File: config.mk
export PLATFORM = sky130hd
export DESIGN_NAME = sid_stage
export DESIGN_NICKNAME = d
export VERILOG_FILES = /design/src/hw/rtl/sid_pkg.sv /design/src/hw/rtl/sid_stage.sv
export SDC_FILE = /design/constraint.sdc
export NUM_CORES = 1
export LEC_CHECK = 0
export BUFFER_PORTS_ARGS = -buffer_cell sky130_fd_sc_hd__buf_2
export CAP_MARGIN = 20
export CORE_MARGIN = 2
export CORE_UTILIZATION = 52
export DETAILED_ROUTE_END_ITERATION = 8
export GPL_ROUTABILITY_DRIVEN = 1
export PLACE_DENSITY = 0.89
export REMOVE_ABC_BUFFERS = 1
export SLEW_MARGIN = 20
export SYNTH_ARGS = -nofsm -noshare
export SYNTH_HDL_FRONTEND = slang
export SYNTH_SLANG_ARGS = --single-unit
File: constraint.sdc
create_clock -name i_clk -period 5.62 [get_ports i_clk]
set_input_delay 0.843 -clock i_clk [delete_from_list [all_inputs] [get_ports i_clk]]
set_output_delay 0.843 -clock i_clk [all_outputs]
set_load 0.005 [all_outputs]
File: src/hw/rtl/sid_pkg.sv
// shared types and constants for the signed integer divider
package sid_pkg;

    localparam int SID_DATA_WIDTH = 32;

    // per-beat status carried alongside the partial results
    typedef struct packed {
        logic neg_quo;   // operand signs differ
        logic div_zero;  // divisor was zero
    } t_sid_flags;

endpackage

File: src/hw/rtl/sid_stage.sv
// one restoring shift-and-subtract step of the divider pipeline
module sid_stage
    import sid_pkg::*;
#(
    parameter int DATA_WIDTH = SID_DATA_WIDTH
) (
    input  logic                  i_clk,
    input  logic                  i_rst_n,
    input  logic                  i_advance,
    input  logic                  i_valid,
    input  t_sid_flags            i_flags,
    input  logic [DATA_WIDTH-1:0] i_rem,
    input  logic [DATA_WIDTH-1:0] i_quo,
    input  logic [DATA_WIDTH-1:0] i_dvd,
    input  logic [DATA_WIDTH-1:0] i_dvs,
    output logic                  o_valid,
    output t_sid_flags            o_flags,
    output logic [DATA_WIDTH-1:0] o_rem,
    output logic [DATA_WIDTH-1:0] o_quo,
    output logic [DATA_WIDTH-1:0] o_dvd,
    output logic [DATA_WIDTH-1:0] o_dvs
);

    logic                  r_valid;
    t_sid_flags            r_flags;
    logic [DATA_WIDTH-1:0] r_rem;
    logic [DATA_WIDTH-1:0] r_quo;
    logic [DATA_WIDTH-1:0] r_dvd;
    logic [DATA_WIDTH-1:0] r_dvs;

    logic [DATA_WIDTH-1:0] w_trial;
    logic                  w_ge;
    logic [DATA_WIDTH-1:0] n_rem;
    logic [DATA_WIDTH-1:0] n_quo;

    // partial remainder stays below the divisor, so its top bit is free
    always_comb begin
        w_trial = {i_rem[DATA_WIDTH-2:0], i_dvd[DATA_WIDTH-1]};
        w_ge    = (w_trial >= i_dvs);
        n_rem   = w_ge ? (w_trial - i_dvs) : w_trial;
        n_quo   = {i_quo[DATA_WIDTH-2:0], w_ge};
    end

    always_ff @(posedge i_clk) begin
        if (!i_rst_n) begin
            r_valid <= 1'b0;
        end else if (i_advance) begin
            r_valid <= i_valid;
        end
    end

    always_ff @(posedge i_clk) begin
        if (i_advance) begin
            r_flags <= i_flags;
            r_rem   <= n_rem;
            r_quo   <= n_quo;
            r_dvd   <= {i_dvd[DATA_WIDTH-2:0], 1'b0};
            r_dvs   <= i_dvs;
        end
    end

    assign o_valid = r_valid;
    assign o_flags = r_flags;
    assign o_rem   = r_rem;
    assign o_quo   = r_quo;
    assign o_dvd   = r_dvd;
    assign o_dvs   = r_dvs;

endmodule
==> qor.csv <==
stage,metric,value,unit
outcome,run status,finished clean,
timing,period utilization,56.9,%
worst_hold_path,WHS Path Cells,2,
yosys,"EDFF count, synth",129,
timing,Fin Hold WS,0.545,ns
die,row count,40,
global_route,number of global-route vias before repair,4863,
yosys,ranking of synthesized cells by area,"edfxtp_1 61%, ha_1 6.3%, inv_1 2.9%, a21oi_1 2.6%, o21ai_0 2.6%",
yosys,Avg Inst Size Synth,12.4,sq um
clocking,hold_buf cts,0,
global_route,All-Layer GR Usage,25.0,%
placed_design,post-DP HPWL,12.5,mm
yosys,post-synth cell types,64,
critical_path,CP Data Required Time,5.87,ns
routing,DR pass1 iterations,5,
timing,Max Fclk,0.313,GHz
critical_path,crit path DAT,3.45,ns
layout,Final nets,947,
routing,post-route ant nets,0,
critical_path,Worst setup SP type,input port,
yosys,async set-or-reset flop fraction in the synthesized netlist,0,%
clocking,CTS max path bufs,2,
yosys,register area share after synthesis,61.2,%
clocking,CTS H-tree lvls,4,
timing,RSZ-0062 raised after global routing,no,
timing,"Hold Vio Cnt, Final",0,
die,Core ar.,0.0120,sq mm
power,cell area power density,338,mW/mm^2
global_route,Overflow after GRT,0,
layout,"Area growth, synth to finish",32.1,%
layout,share of cells above drive strength 1,39.1,%
power,Pleak,3.75,nW
die,area of the die,0.0131,sq mm
clocking,TritonCTS Buffers,17,
die,die span in x,115,um
yosys,"Primary FF master, synth",edfxtp_1,
routing,Post-route DRC,0,
power,maximum VDD drop,0.168,mV
yosys,post-synthesis sequential element count,130,
routing,WL final,16.8,mm
routing,Vias/cell,5.45,
layout,Fill cells,858,
critical_path,CP max FO,30,
critical_path,critical path class,in -> reg,
worst_hold_path,worst min-delay path category,reg -> reg,
clocking,"CTS clk-pin slew, worst paths",0.06,ns
yosys,top-area cell type share of the netlist area,60.9,%
die,Die Y-Extent,115,um
global_route,antenna violations before repair,0,
timing,Total Neg Setup Slack,0,ns
timing,Slew HR,53.4,%
clocking,CTS sink cnt,130,
layout,ANT cells,0,
timing,clk_skew,0,ns
timing,Final setup viols,0,
clocking,clock latency on the worst-skew pair,0.42,ns
yosys,Synth Cell Area,0.00636,sq mm
die,io pins,265,
timing,min Tclk post-route,3.20,ns
clocking,setup bufs post-CTS,0,
critical_path,CP Capture Type,flip-flop,
routing,post-DR wirelength/cell,17.9,um
timing,slew of the pin with the lowest slew margin,0.698,ns
clocking,PostCTS Resize Cnt,0,
die,initial core utilization,53.2,%
yosys,leading area contributor after synthesis,edfxtp_1,
routing,Vias,5121,
placed_design,port bufs,261,
yosys,synthesis warning total,0,
clocking,root buf cell,clkbuf_16,
flow_run,Maximum Capacitance Violations,0,
clocking,CTS tree,built,
global_route,largest net degree at the start of global routing,76,
timing,Slew Limit Fails,0,
yosys,synthesized instance count,513,
global_route,global-route wire length before repair,24.6,mm
routing,initial DRC count,368,
placed_design,final RePlAce weighted congestion,0.886,
critical_path,Worst R2R Path Depth,2,
-- synth_stat cells, drive strengths merged (2+ instances only) --
library cell	instances
edfxtp	129
inv	50
nand2	43
o21ai	35
a21oi	34
ha	32
nor2	31
xnor2	13
buf	11
a21o	10
nand3	10
nor3	9
a211oi	8
nand4	7
o21bai	7
nor2b	6
o211ai	6
o21a	6
xor2	6
and4	4
clkbuf	4
o31ai	4
a2111o	3
a21boi	3
a31oi	3
and3	3
mux2	3
o221a	3
o31a	3
or2	3
nand2b	2
nor4	2
o41ai	2
-- cell families after synthesis --
| family | Yosys count | synth area share, % |
|---|---|---|
| xor gates and xnor gates | 19 | 2.62 |
| muxes | 4 | 0.865 |
| other | 1 | 0.0590 |
| adders and majority gates | 33 | 6.61 |
| and+or+nand+nor | 124 | 9.46 |
| buffers and inverters | 65 | 4.46 |
| AOI/OAI and AO/OA | 137 | 14.7 |
| DFF | 130 | 61.2 |
-- worst max-delay path: stages --
cell	delay, ns
buf_2	0.11
ha_1	0.37
nor2b_1	0.17
o31a_1	0.32
o211ai_4	0.30
a311oi_2	0.18
nor2_4	0.46
buf_4	0.38
a211oi_1	0.09
nor3_1	0.21
-- layout make-up --
| type | instances | area [sq um] | area share, % |
|---|---|---|---|
| tap | 147 | 184 | 2.19 |
| inverter | 50 | 190 | 2.26 |
| clock inverter | 12 | 180 | 2.14 |
| multi-input combinational | 318 | 2180 | 26.0 |
| timing repair buffer | 263 | 1330 | 15.8 |
| sequential | 130 | 3890 | 46.3 |
| clock buffer | 20 | 447 | 5.31 |
-- flip-flops by register name (all words and copies together) (netlist names) --
signal	count
o_dvd	31
o_valid	1
o_dvs	32
o_rem	32
o_quo	32
o_flags	2
-- metal layers --
metal | up-vias | track usage [%] | wire (um)
met2 | 241 | 43.0 | 8510
met4 | 0 | 12.0 | 597
met3 | 47 | 8.79 | 1470
li1 | 2450 | - | -
met5 | - | 0 | 0
met1 | 2383 | 27.7 | 6230
-- final timing paths --
| check | to | startpoint | slack [ns] |
|---|---|---|---|
| worst min register to register | o_valid$_SDFFE_PN0P_ | o_valid$_SDFFE_PN0P_ | 0.55 |
| worst min-delay path | o_valid$_SDFFE_PN0P_ | o_valid$_SDFFE_PN0P_ | 0.55 |
| worst max register to register | o_valid$_SDFFE_PN0P_ | o_valid$_SDFFE_PN0P_ | 5.01 |
| worst max-delay path | o_rem[20]$_DFFE_PP_ | i_rem[1] | 2.42 |
-- per-stage QoR --
step / setup WS [ns] / util [%] / power, mW / cells / area (sq um)
final: 2.42 / 70.3 / 2.84 / 940 / 8410
after global routing: 2.15 / 70.3 / 2.95 / 940 / 8410
after CTS: 2.40 / 70.3 / 2.86 / 940 / 8410
after detailed placement: 1.98 / 65.0 / 1.68 / 908 / 7780
after global placement: 2.01 / 65.0 / 1.67 / 908 / 7780
after floorplan: 2.22 / - / 1.46 / 498 / 6270
-- report_power, final --
part           internal, mW  total (mW)  switching, mW
sequential             1.18        1.20         0.0225
clock                 0.756        1.17          0.416
combinational         0.204       0.467          0.263
-- cell usage in the layout, fill, tap and decap left out, types with 3 or more instances in the layout --
cell,n
a31oi_1,3
o31ai_1,4
buf_2,260
o21bai_1,7
xor2_1,6
o31a_1,3
a2111o_1,3
edfxtp_1,129
a211oi_1,6
a21o_1,10
nor2b_1,6
a21oi_1,33
nor3_1,8
nand2_1,43
o211ai_1,5
and3_1,3
nand4_1,6
clkbuf_16,17
nor2_1,30
a21boi_0,3
and4_1,4
xnor2_1,13
inv_1,49
mux2_4,3
o221a_1,3
bufinv_16,4
o21a_1,6
nand3_1,10
o21ai_0,33
ha_1,32
Note: power is estimated with default switching activity, not from simulation.
